[src/hw/rtl/ccs_pkg.sv]
`timescale 1ns / 1ps

package ccs_pkg;

    localparam int unsigned CHAR_W   = 8;
    localparam int unsigned MAX_OUT  = 3;
    localparam int unsigned CNT_W    = 2;

    localparam logic [CHAR_W-1:0] CH_NL    = 8'h0A;
    localparam logic [CHAR_W-1:0] CH_SPACE = 8'h20;
    localparam logic [CHAR_W-1:0] CH_HASH  = 8'h23;
    localparam logic [CHAR_W-1:0] CH_STAR  = 8'h2A;
    localparam logic [CHAR_W-1:0] CH_SLASH = 8'h2F;

    // Lexer mode; the skip modes discard to end of line and then fall back
    // to normal text or to a block comment.
    typedef enum logic [3:0] {
        MODE_NORMAL      = 4'b0001,
        MODE_BLOCK       = 4'b0010,
        MODE_SKIP_NORMAL = 4'b0100,
        MODE_SKIP_BLOCK  = 4'b1000
    } lex_mode_t;

    // All bytes that one input item produces, in output order.
    typedef struct packed {
        logic [CNT_W-1:0]                 count;
        logic [MAX_OUT-1:0][CHAR_W-1:0]   bytes;
    } ccs_entry_t;

endpackage

[src/hw/rtl/c_comment_stripper_unit.sv]
`timescale 1ns / 1ps

// C comment stripper. Source text enters one byte per item on the s_ channel
// (s_valid, s_ready, s_char_in) and comment-free text leaves on the m_ channel
// (m_valid, m_ready, m_char_out, m_last_of_run). Each input byte yields zero
// to three output bytes; m_last_of_run marks the final byte of each run.
// Throughput is one input byte per cycle while the queue has room and one
// output byte per cycle while the receiver is ready. An accepted input byte
// is written into the queue, and its first output byte is then loaded into
// the output register. The front lexer classifies each byte combinationally
// and pushes its output run into a small queue of QUEUE_DEPTH runs; the
// back end serializes runs into the output register. When the receiver
// stalls, the queue fills and s_ready drops only once it holds QUEUE_DEPTH
// runs; bytes that produce nothing keep flowing while the queue has room.
// A synchronous active-low reset on aresetn puts the lexer at the start of a
// line in normal text and empties the queue and the output register.
module c_comment_stripper_unit #(
    parameter int unsigned QUEUE_DEPTH = 4
) (
    input  logic       aclk,
    input  logic       aresetn,
    input  logic       s_valid,
    output logic       s_ready,
    input  logic [7:0] s_char_in,
    output logic       m_valid,
    input  logic       m_ready,
    output logic [7:0] m_char_out,
    output logic       m_last_of_run
);

    // Runs travel from the lexer to the serializer through this queue.
    logic                q_push;
    ccs_pkg::ccs_entry_t q_entry;
    logic                q_full;
    logic                q_pop;
    logic                q_valid;
    ccs_pkg::ccs_entry_t q_head;

    ccs_front u_front (
        .aclk      (aclk),
        .aresetn   (aresetn),
        .s_valid   (s_valid),
        .s_ready   (s_ready),
        .s_char_in (s_char_in),
        .q_full    (q_full),
        .q_push    (q_push),
        .q_entry   (q_entry)
    );

    ccs_queue #(
        .DEPTH (QUEUE_DEPTH)
    ) u_queue (
        .aclk       (aclk),
        .aresetn    (aresetn),
        .push       (q_push),
        .push_entry (q_entry),
        .full       (q_full),
        .pop        (q_pop),
        .head_valid (q_valid),
        .head_entry (q_head)
    );

    ccs_back u_back (
        .aclk          (aclk),
        .aresetn       (aresetn),
        .head_valid    (q_valid),
        .head_entry    (q_head),
        .pop           (q_pop),
        .m_valid       (m_valid),
        .m_ready       (m_ready),
        .m_char_out    (m_char_out),
        .m_last_of_run (m_last_of_run)
    );

    // A newline is always the final byte of its run.
    assert property (@(posedge aclk) disable iff (!aresetn)
        (m_valid && m_char_out == ccs_pkg::CH_NL) |-> m_last_of_run)
        else $error("newline not marked as last of run");

    // The bytes of one run leave back to back.
    assert property (@(posedge aclk) disable iff (!aresetn)
        (m_valid && m_ready && !m_last_of_run) |=> m_valid)
        else $error("gap inside an output run");

    // The input stalls only while the queue holds runs.
    assert property (@(posedge aclk) disable iff (!aresetn)
        !s_ready |-> q_valid)
        else $error("input stalled with an empty queue");

endmodule

[src/hw/rtl/ccs_front.sv]
`timescale 1ns / 1ps

module ccs_front (
    input  logic                     aclk,
    input  logic                     aresetn,
    input  logic                     s_valid,
    output logic                     s_ready,
    input  logic [ccs_pkg::CHAR_W-1:0] s_char_in,
    input  logic                     q_full,
    output logic                     q_push,
    output ccs_pkg::ccs_entry_t      q_entry
);

    ccs_pkg::lex_mode_t mode_reg, mode_next;
    logic star_reg, star_next;
    logic slash_reg, slash_next;
    logic space_reg, space_next;
    logic leading_reg, leading_next;
    logic col0_reg, col0_next;

    logic accept;
    ccs_pkg::ccs_entry_t ent;

    assign s_ready = !q_full;
    assign accept  = s_valid && s_ready;

    always_comb begin
        logic sp;
        mode_next    = mode_reg;
        star_next    = star_reg;
        slash_next   = slash_reg;
        space_next   = space_reg;
        leading_next = leading_reg;
        col0_next    = col0_reg;
        ent          = '0;
        sp           = space_reg;

        if (s_char_in == ccs_pkg::CH_NL) begin
            if (mode_reg == ccs_pkg::MODE_NORMAL && slash_reg) begin
                if (space_reg) begin
                    ent.bytes[ent.count] = ccs_pkg::CH_SPACE;
                    ent.count = ent.count + 1'b1;
                end
                ent.bytes[ent.count] = ccs_pkg::CH_SLASH;
                ent.count = ent.count + 1'b1;
            end
            if (mode_reg == ccs_pkg::MODE_SKIP_NORMAL) begin
                mode_next = ccs_pkg::MODE_NORMAL;
            end else if (mode_reg == ccs_pkg::MODE_SKIP_BLOCK) begin
                mode_next = ccs_pkg::MODE_BLOCK;
            end
            ent.bytes[ent.count] = ccs_pkg::CH_NL;
            ent.count    = ent.count + 1'b1;
            slash_next   = 1'b0;
            space_next   = 1'b0;
            star_next    = 1'b0;
            leading_next = 1'b1;
            col0_next    = 1'b1;
        end else if (col0_reg && s_char_in == ccs_pkg::CH_HASH) begin
            col0_next    = 1'b0;
            leading_next = 1'b0;
            mode_next    = (mode_reg == ccs_pkg::MODE_BLOCK) ? ccs_pkg::MODE_SKIP_BLOCK
                                                             : ccs_pkg::MODE_SKIP_NORMAL;
        end else begin
            col0_next = 1'b0;
            if (mode_reg == ccs_pkg::MODE_SKIP_NORMAL || mode_reg == ccs_pkg::MODE_SKIP_BLOCK) begin
                // Rest of the line is discarded.
            end else if (leading_reg && s_char_in == ccs_pkg::CH_SPACE) begin
                // Indentation is dropped.
            end else begin
                leading_next = 1'b0;
                if (mode_reg == ccs_pkg::MODE_BLOCK) begin
                    if (star_reg && s_char_in == ccs_pkg::CH_SLASH) begin
                        mode_next = ccs_pkg::MODE_NORMAL;
                        star_next = 1'b0;
                    end else begin
                        star_next = (s_char_in == ccs_pkg::CH_STAR);
                    end
                end else if (slash_reg && s_char_in == ccs_pkg::CH_SLASH) begin
                    mode_next  = ccs_pkg::MODE_SKIP_NORMAL;
                    slash_next = 1'b0;
                    space_next = 1'b0;
                end else if (slash_reg && s_char_in == ccs_pkg::CH_STAR) begin
                    mode_next  = ccs_pkg::MODE_BLOCK;
                    star_next  = 1'b0;
                    slash_next = 1'b0;
                    space_next = 1'b0;
                end else begin
                    if (slash_reg) begin
                        if (sp) begin
                            ent.bytes[ent.count] = ccs_pkg::CH_SPACE;
                            ent.count = ent.count + 1'b1;
                        end
                        ent.bytes[ent.count] = ccs_pkg::CH_SLASH;
                        ent.count = ent.count + 1'b1;
                        sp         = 1'b0;
                        slash_next = 1'b0;
                    end
                    if (s_char_in == ccs_pkg::CH_SLASH) begin
                        slash_next = 1'b1;
                        space_next = sp;
                    end else if (s_char_in == ccs_pkg::CH_SPACE) begin
                        space_next = 1'b1;
                    end else begin
                        if (sp) begin
                            ent.bytes[ent.count] = ccs_pkg::CH_SPACE;
                            ent.count = ent.count + 1'b1;
                        end
                        space_next = 1'b0;
                        ent.bytes[ent.count] = s_char_in;
                        ent.count = ent.count + 1'b1;
                    end
                end
            end
        end
    end

    assign q_entry = ent;
    assign q_push  = accept && (ent.count != '0);

    always_ff @(posedge aclk) begin
        if (!aresetn) begin
            mode_reg    <= ccs_pkg::MODE_NORMAL;
            star_reg    <= 1'b0;
            slash_reg   <= 1'b0;
            space_reg   <= 1'b0;
            leading_reg <= 1'b1;
            col0_reg    <= 1'b1;
        end else if (accept) begin
            mode_reg    <= mode_next;
            star_reg    <= star_next;
            slash_reg   <= slash_next;
            space_reg   <= space_next;
            leading_reg <= leading_next;
            col0_reg    <= col0_next;
        end
    end

endmodule

[src/hw/rtl/ccs_queue.sv]
`timescale 1ns / 1ps

module ccs_queue #(
    parameter int unsigned DEPTH = 4
) (
    input  logic                aclk,
    input  logic                aresetn,
    input  logic                push,
    input  ccs_pkg::ccs_entry_t push_entry,
    output logic                full,
    input  logic                pop,
    output logic                head_valid,
    output ccs_pkg::ccs_entry_t head_entry
);

    localparam int unsigned PTR_W = (DEPTH > 1) ? $clog2(DEPTH) : 1;
    localparam int unsigned CNT_W = $clog2(DEPTH + 1);
    localparam logic [PTR_W-1:0] LAST_PTR = PTR_W'(DEPTH - 1);
    localparam logic [CNT_W-1:0] FULL_CNT = CNT_W'(DEPTH);

    ccs_pkg::ccs_entry_t store_reg [DEPTH];
    logic [PTR_W-1:0] wr_ptr_reg, wr_ptr_next;
    logic [PTR_W-1:0] rd_ptr_reg, rd_ptr_next;
    logic [CNT_W-1:0] count_reg, count_next;

    logic do_push, do_pop;

    assign full       = (count_reg == FULL_CNT);
    assign head_valid = (count_reg != '0);
    assign head_entry = store_reg[rd_ptr_reg];
    assign do_push    = push && !full;
    assign do_pop     = pop && head_valid;

    always_comb begin
        wr_ptr_next = wr_ptr_reg;
        rd_ptr_next = rd_ptr_reg;
        count_next  = count_reg;
        if (do_push) begin
            wr_ptr_next = (wr_ptr_reg == LAST_PTR) ? '0 : wr_ptr_reg + 1'b1;
        end
        if (do_pop) begin
            rd_ptr_next = (rd_ptr_reg == LAST_PTR) ? '0 : rd_ptr_reg + 1'b1;
        end
        if (do_push && !do_pop) begin
            count_next = count_reg + 1'b1;
        end else if (do_pop && !do_push) begin
            count_next = count_reg - 1'b1;
        end
    end

    always_ff @(posedge aclk) begin
        if (!aresetn) begin
            wr_ptr_reg <= '0;
            rd_ptr_reg <= '0;
            count_reg  <= '0;
        end else begin
            wr_ptr_reg <= wr_ptr_next;
            rd_ptr_reg <= rd_ptr_next;
            count_reg  <= count_next;
        end
    end

    always_ff @(posedge aclk) begin
        if (do_push) begin
            store_reg[wr_ptr_reg] <= push_entry;
        end
    end

endmodule

[src/hw/rtl/ccs_back.sv]
`timescale 1ns / 1ps

module ccs_back (
    input  logic                       aclk,
    input  logic                       aresetn,
    input  logic                       head_valid,
    input  ccs_pkg::ccs_entry_t        head_entry,
    output logic                       pop,
    output logic                       m_valid,
    input  logic                       m_ready,
    output logic [ccs_pkg::CHAR_W-1:0] m_char_out,
    output logic                       m_last_of_run
);

    logic [ccs_pkg::CNT_W-1:0]  idx_reg, idx_next;
    logic                       valid_reg, valid_next;
    logic [ccs_pkg::CHAR_W-1:0] char_reg, char_next;
    logic                       last_reg, last_next;

    logic out_free, load, is_last;

    assign out_free = !valid_reg || m_ready;
    assign load     = out_free && head_valid;
    assign is_last  = (idx_reg == head_entry.count - 1'b1);
    assign pop      = load && is_last;

    always_comb begin
        idx_next   = idx_reg;
        valid_next = valid_reg;
        char_next  = char_reg;
        last_next  = last_reg;
        if (load) begin
            valid_next = 1'b1;
            char_next  = head_entry.bytes[idx_reg];
            last_next  = is_last;
            idx_next   = is_last ? '0 : idx_reg + 1'b1;
        end else if (out_free) begin
            valid_next = 1'b0;
        end
    end

    always_ff @(posedge aclk) begin
        if (!aresetn) begin
            idx_reg   <= '0;
            valid_reg <= 1'b0;
        end else begin
            idx_reg   <= idx_next;
            valid_reg <= valid_next;
        end
    end

    always_ff @(posedge aclk) begin
        char_reg <= char_next;
        last_reg <= last_next;
    end

    assign m_valid       = valid_reg;
    assign m_char_out    = char_reg;
    assign m_last_of_run = last_reg;

endmodule
[config.mk]
export PLATFORM = sky130hd
export DESIGN_NAME = c_comment_stripper_unit
export DESIGN_NICKNAME = d
export VERILOG_FILES = /design/src/hw/rtl/ccs_pkg.sv /design/src/hw/rtl/c_comment_stripper_unit.sv /design/src/hw/rtl/ccs_front.sv /design/src/hw/rtl/ccs_queue.sv /design/src/hw/rtl/ccs_back.sv
export SDC_FILE = /design/constraint.sdc
export NUM_CORES = 1
export LEC_CHECK = 0
export ABC_CLOCK_PERIOD_IN_PS = 8300
export BUFFER_PORTS_ARGS = -buffer_cell sky130_fd_sc_hd__buf_2
export CORE_UTILIZATION = 60
export CTS_CLUSTER_DIAMETER = 50
export DETAILED_ROUTE_END_ITERATION = 10
export GPL_TIMING_DRIVEN = 0
export PLACE_DENSITY = 0.78
export SYNTH_ARGS = -nofsm -noshare
export SYNTH_HDL_FRONTEND = slang
export SYNTH_HIERARCHICAL = 1
export SYNTH_SLANG_ARGS = --single-unit
export TNS_END_PERCENT = 5
[constraint.sdc]
create_clock -name aclk -period 8.3 [get_ports aclk]
set_input_delay 0.83 -clock aclk [delete_from_list [all_inputs] [get_ports aclk]]
set_output_delay 0.83 -clock aclk [all_outputs]
set_load 0.02 [all_outputs]
==> results.sh, run 1 <==
export IMPL_status="finished, final reports clean"
export IMPL_track_usage_pct=26.8
export IMPL_cp_start_kind="input port"
export IMPL_seqCellArea_um2=3810
export IMPL_placed_cell_area_um2=6370
export IMPL_crit_required_ns=8.42
export IMPL_dpl_hpwl_um=8380
export IMPL_drc=0
export IMPL_die_area_um2=10600
export IMPL_vias=3745
export IMPL_synth_most_common_cell="edfxtp_1"
export IMPL_utilization_pct=70.8
export IMPL_synth_common_cells="edfxtp_1 (113), nand2_1 (37), dfxtp_1 (21)"
export IMPL_vias_per_cell=6.21
export IMPL_arrival_ns=4.72
export IMPL_finalSetupTns_ns=0
export IMPL_cp_max_fo=26
export IMPL_cts_buffers=17
export IMPL_dp_cells=571
export IMPL_drt_total_wl_um=12900
export IMPL_syn_num_nets=443
export IMPL_async_flop_share_pct=0
export IMPL_clk_pin_slew_ns=0.06
export IMPL_path_class="in -> reg"
export IMPL_overflow=0
export IMPL_grt_met3_usage_pct=6.98
export IMPL_synth_edf_count=113
export IMPL_cts_tree="done"
export IMPL_power_density_nw_per_um2=310
export IMPL_final_cells=603
export IMPL_grt_max_degree=27
export IMPL_hold_violations=0
export IMPL_worstSkewPairLatency_ns=0.52
export IMPL_grt_pass1_vias=3772
export IMPL_area_growth_pct=13.9
export IMPL_yosys_warnings=6
export IMPL_largest_register_ffs=104
export IMPL_cts_hold_repair_buffers=0
export IMPL_synth_top_cell_area_share_pct=55.6
export IMPL_ir_drop_v=0.000150
export IMPL_first_iter_violations=300
export IMPL_leakage_uw=0.00246
export IMPL_cts_repair_resized=0
export IMPL_start_util_pct=62.2
export IMPL_setup_viol=0
export IMPL_ant_nets=0
export IMPL_firstDrtPassIters=5
export IMPL_max_freq_mhz=217
export IMPL_finalCritPeriodShare_pct=55.4
export IMPL_io_pin_count=23
export IMPL_drive_gt1_share_pct=20.2
export IMPL_grtUsageMet2_pct=45.5
export IMPL_clockBufferDepth=2
export IMPL_postSynthAreaPerCell_um2=14.6
export IMPL_busiest_layer="met2"
export IMPL_io_buffers=20
export IMPL_synth_distinct_cells=65
export IMPL_netlist_area_um2=6110
export IMPL_syn_inst=418
export IMPL_num_rows=36
export IMPL_clock_skew_ns=0.0113
export IMPL_synth_ff_type="edfxtp_1"
export IMPL_finalWeightedCongestion=0.885
export IMPL_root_buffer="clkbuf_8"
export IMPL_synth_area_leaders="edfxtp_1 (56%), mux4_2 (7.4%), dfxtp_1 (6.9%), mux2i_1 (3.0%), mux4_1 (2.6%)"
export IMPL_fin_nets=482
export IMPL_cts_htree_levels=4
export IMPL_met1_usage_pct=33.0
export IMPL_finalWorstPathRequiredPeriod_ns=4.60
export IMPL_synth_top_area_cell="edfxtp_1"
export IMPL_core_area_um2=9820
export IMPL_post_cts_setup_buffers=0
export IMPL_grt_pass1_wl_um=19800
export IMPL_multi_input_area_um2=2110
export IMPL_drv_slew=0
export IMPL_dieHeight_um=103
export IMPL_end_kind="register"
export IMPL_ys_seq_area_share_pct=62.4
export IMPL_power_uw=2150
export IMPL_relSlewSlack_pct=8.10
export IMPL_cap_violations=0
export IMPL_stdcell_area_um2=6960
export IMPL_worst_pin_slew_ns=1.38
export IMPL_die_w_um=103
export IMPL_hp_class="reg -> reg"
export IMPL_diodes=0
export IMPL_ys_seq_elements=134
export IMPL_cts_sinks=134
export IMPL_antenna_found_initial=0
export IMPL_wl_per_cell_um=21.3
export IMPL_rsz0062_at_grt="false"
export IMPL_n_fill_cell=679
[worst max-delay path, cell delays in order]
cell and delay [ns]:
buf_2 0.09, clkbuf_1 0.43, nor4b_1 0.47, o21ai_1 0.30, and2_1 0.23, buf_2 0.16
o31ai_1 0.65, o21a_1 0.18, nor2b_1 0.11, buf_2 0.18, and2_1 1.07
[cell families (layout without fill, tap and decap cells)]
| logic type | Yosys count | after routing | synth area share [%] |
|---|---|---|---|
| adder cells (fa/ha/maj) | 13 | 13 | 2.79 |
| multiplexers | 45 | 45 | 13.1 |
| AO/OA/AOI/OAI | 60 | 60 | 6.37 |
| flip-flops | 134 | 134 | 62.4 |
| AND/OR/NAND/NOR | 127 | 127 | 11.7 |
| buffers and inverters | 35 | 87 | 3.01 |
| XOR/XNOR | 4 | 4 | 0.574 |
[per-layer routing]
metal  share of wire, %  vias to the layer above  routed length, µm
li1                   -                     1695                  -
met1                 39                     1837               5060
met2                 52                      178               6660
met3                6.8                       35                874
met4                2.1                        0                271
met5                  0                        -                  0
[cell type report]
cell class              count  area share, %
plain buffers              22           1.94
clock buffers              18           6.01
clock inverters            14           2.30
inverters                  13          0.702
multi-input cells         249           30.4
flip-flops and latches    134           54.8
well taps                 133           2.39
repair buffers             20           1.44
[placed cells by master, fill, tap and decap left out, types with 3 or more instances in the layout]
cell type and instances:
a21boi_0 4, a21o_1 3, a21oi_1 8, a31oi_1 3
and2_1 11, and2_2 3, and3_1 5, buf_2 26
bufinv_16 3, clkbuf_1 12, clkbuf_16 16, clkinv_2 3
clkinvlp_4 4, dfxtp_1 21, edfxtp_1 113, ha_1 12
inv_1 13, mux2i_1 18, mux4_1 6, mux4_2 20
nand2_1 37, nand2b_1 4, nand3_1 9, nand4_1 3
nand4b_1 3, nor2_1 15, nor2b_1 6, o21ai_0 14
o21ai_1 8, o22ai_1 5, o31ai_1 3, or2_1 4
or3_1 3, xnor2_1 3
[power breakdown]
part           switching (µW)  internal, µW
clock                     267           453
sequential               44.2           870
combinational             296           222
total                     607          1550
[final timing paths]
check,start,endpoint,slack (ns),cells past startpoint
setup / recovery,s_char_in[5],u_queue/store_reg[2][0],3.70,11
hold / removal,u_queue/wr_ptr_reg[1],u_queue/wr_ptr_reg[1],0.50,2
setup reg to reg,u_front/slash_reg,u_queue/store_reg[2][0],4.27,9
hold reg to reg,u_queue/wr_ptr_reg[1],u_queue/wr_ptr_reg[1],0.50,2
[metrics by stage]
step | hold slack, ns | worst slack (ns)
2_1_floorplan | 0.468 | 4.31
3_3_place_gp | 0.485 | 3.36
3_5_place_dp | 0.497 | 3.29
4_1_cts | 0.505 | 3.69
5_1_grt | 0.539 | 3.40
6_report | 0.496 | 3.70
No activity file was read; power rests on OpenSTA's default activity.
==> run 2, diff against run 1 <==
Settings changed: ABC_CLOCK_PERIOD_IN_PS 8300 to 4400.
Clock period 8.3 ns to 4.4 ns, I/O delays scaled along.
==> run 2 against run 1 <==
Sequential share of layout area about the same. Cell area about the same. Via count decreased by 0.37%. Core utilization increased by 0.064 points. Non-clock buffer count unchanged. Critical path depth increased by 5. Global-route usage decreased by 0.12 points. Cell count unchanged. Routed wire length about the same. Combinational power increased by 89%. Sequential cell count unchanged. First-iteration DRC count decreased by 12%. Largest power group unchanged. Highest routed layer unchanged.
==> results.sh, run 2 (synthesis results as in run 1) <==
export IMPL_relSlewSlack_pct=43.3
export IMPL_io_buffers=20
export IMPL_hp_class="in -> reg"
export IMPL_min_to="u_back/m_valid"
export IMPL_rsz0062_at_grt="false"
export IMPL_grt_pass1_wl_um=19800
export IMPL_core_area_um2=9820
export IMPL_largest_register_ffs=104
export IMPL_hold_violations=0
export IMPL_firstDrtPassIters=5
export IMPL_crit_required_ns=4.85
export IMPL_grtUsageMet2_pct=45.7
export IMPL_stdcell_area_um2=6960
export IMPL_cts_sinks=134
export IMPL_fin_nets=482
export IMPL_num_rows=36
export IMPL_critPathMostFrequentCell="buf_2"
export IMPL_setup_viol=0
export IMPL_placed_cell_area_um2=6370
export IMPL_grt_met3_usage_pct=5.90
export IMPL_clk_pin_slew_ns=0.06
export IMPL_drive_gt1_share_pct=20.6
export IMPL_post_cts_setup_buffers=0
export IMPL_n_fill_cell=678
export IMPL_worstSkewPairLatency_ns=0.53
export IMPL_clockBufferDepth=2
export IMPL_ant_nets=0
export IMPL_rrSetupSlack_ns=0.66
export IMPL_drv_slew=0
export IMPL_whs_path_depth=2
export IMPL_overflow=0
export IMPL_crit_chain="buf_2 > clkbuf_1 > nor4b_1 > o21ai_1 > and2_1 > buf_2 > o31ai_2 > o21a_1 > nor2b_1 > buf_2 > ha_1 > inv_1 > fa_1 > xor2_1 > or3_1 > a21boi_0"
export IMPL_power_density_nw_per_um2=584
export IMPL_critical_path_top_delay_family="simple AND/OR/NAND/NOR gates"
export IMPL_dpl_hpwl_um=8380
export IMPL_finalCritPeriodShare_pct=89.3
export IMPL_grt_max_degree=27
export IMPL_vias_per_cell=6.19
export IMPL_final_cell_mix="edfxtp_1 (113), nand2_1 (37), buf_2 (26), dfxtp_1 (21), mux4_2 (20)"
export IMPL_antenna_found_initial=0
export IMPL_finalWorstPathRequiredPeriod_ns=3.93
export IMPL_start_util_pct=62.2
export IMPL_dp_cells=571
export IMPL_max_freq_mhz=255
export IMPL_drt_total_wl_um=12900
export IMPL_rr_startpoint="u_front/slash_reg"
export IMPL_root_buffer="clkbuf_8"
export IMPL_leakage_uw=0.00246
export IMPL_cts_htree_levels=4
export IMPL_met1_usage_pct=33.1
export IMPL_dieHeight_um=103
export IMPL_diodes=0
export IMPL_busiest_layer="met2"
export IMPL_final_cells=603
export IMPL_worst_pin_slew_ns=0.839
export IMPL_track_usage_pct=26.7
export IMPL_status="finished, final reports clean"
export IMPL_cp_slowest_cell="nor4b_1"
export IMPL_cp_start_kind="input port"
export IMPL_layout_commonest_cell="edfxtp_1"
export IMPL_die_area_um2=10600
export IMPL_cap_violations=0
export IMPL_crit_buf_inv=5
export IMPL_reg2regPathDepth=14
export IMPL_drc=0
export IMPL_path_class="in -> reg"
export IMPL_holdCritStartpoint="aresetn"
export IMPL_arrival_ns=4.38
export IMPL_finalWeightedCongestion=0.885
export IMPL_cts_buffers=17
export IMPL_wl_per_cell_um=21.3
export IMPL_power_uw=4070
export IMPL_area_growth_pct=14.0
export IMPL_first_iter_violations=265
export IMPL_grt_pass1_vias=3768
export IMPL_vias=3731
export IMPL_cp_max_fo=10
export IMPL_cts_tree="done"
export IMPL_die_w_um=103
export IMPL_end_kind="register"
export IMPL_ir_drop_v=0.000283
export IMPL_holdWs_ns=0.282
export IMPL_critical_path_max_stage_delay_ns=0.48
export IMPL_clock_skew_ns=0.0125
export IMPL_rr_endpoint="u_queue/count_reg[2]"
export IMPL_io_pin_count=23
export IMPL_crit_start="s_char_in[5]"
## run 2: changes by cell type in the layout (fill, tap and decap cells not counted)
| cell | delta |
|---|---|
| and2_2 | +1 |
| o31ai_1 | -1 |
| and2_1 | -1 |
| o31ai_2 | +1 |
## run 2: stage by stage
stage               util [%]  setup TNS (ns)  worst slack (ns)
floorplan                  -               0             0.803
global placement        64.9          -14.74            -0.148
detailed placement      64.9          -18.92            -0.217
CTS                     70.8               0             0.184
global route            70.9               0             0.177
finish                  70.9               0             0.471
## run 2: report_power, final
| part | total, µW | switching [µW] | internal, µW | leakage, µW |
|---|---|---|---|---|
| Combinational | 982 | 562 | 420 | 0.000956 |
| Sequential | 1730 | 84.4 | 1640 | 0.00123 |
| Clock | 1360 | 504 | 855 | 0.000272 |
| Total | 4070 | 1150 | 2920 | 0.00246 |
## run 2: area by class of cell
cell class                 instances  area (µm²)  share of cell area [%]
buffer                            22         135                    1.94
clock buffer                      18         418                    6.00
clock inverter                    14         160                    2.30
inverter                          13        48.8                   0.701
multi-input combinational        249        2120                    30.4
sequential                       134        3810                    54.8
tap                              133         166                    2.39
timing repair buffer              20         100                    1.44
## run 2: metal layers
layer	vias to the layer above	part of all wire [%]
met5	-	0
met2	140	52
met1	1870	41
met4	0	2.0
met3	29	5.3
li1	1692	-
## run 2: what timing repair did
| item | 4_1_cts | 5_1_grt |
|---|---|---|
| gates resized for setup | 0 | 2 |
| endpoints found under the setup margin | 0 | 27 |
| hold buffers | 0 | 0 |
## run 2: how the worst max path moves through the flow
stage                     slack [ns]  depth (start not counted)                        to
after floorplan                 0.80                         15      u_queue/count_reg[2]
after global placement         -0.15                         11   u_queue/store_reg[3][7]
after detailed placement       -0.22                         11  u_queue/store_reg[1][23]
after CTS                       0.18                         11  u_queue/store_reg[1][21]
after global routing            0.18                         16      u_queue/count_reg[2]
final                           0.47                         16      u_queue/count_reg[2]
## run 2: worst register-to-register path: stages (launching register included)
cell and delay, ns:
dfxtp_1 0.43, nand2b_1 0.21, a41oi_1 0.27, nand2b_1 0.19, or2_1 0.31, o31ai_2 0.51
o21a_1 0.17, nor2b_1 0.11, buf_2 0.18, ha_1 0.19, inv_1 0.06, fa_1 0.38
xor2_1 0.18, or3_1 0.32, a21boi_0 0.16
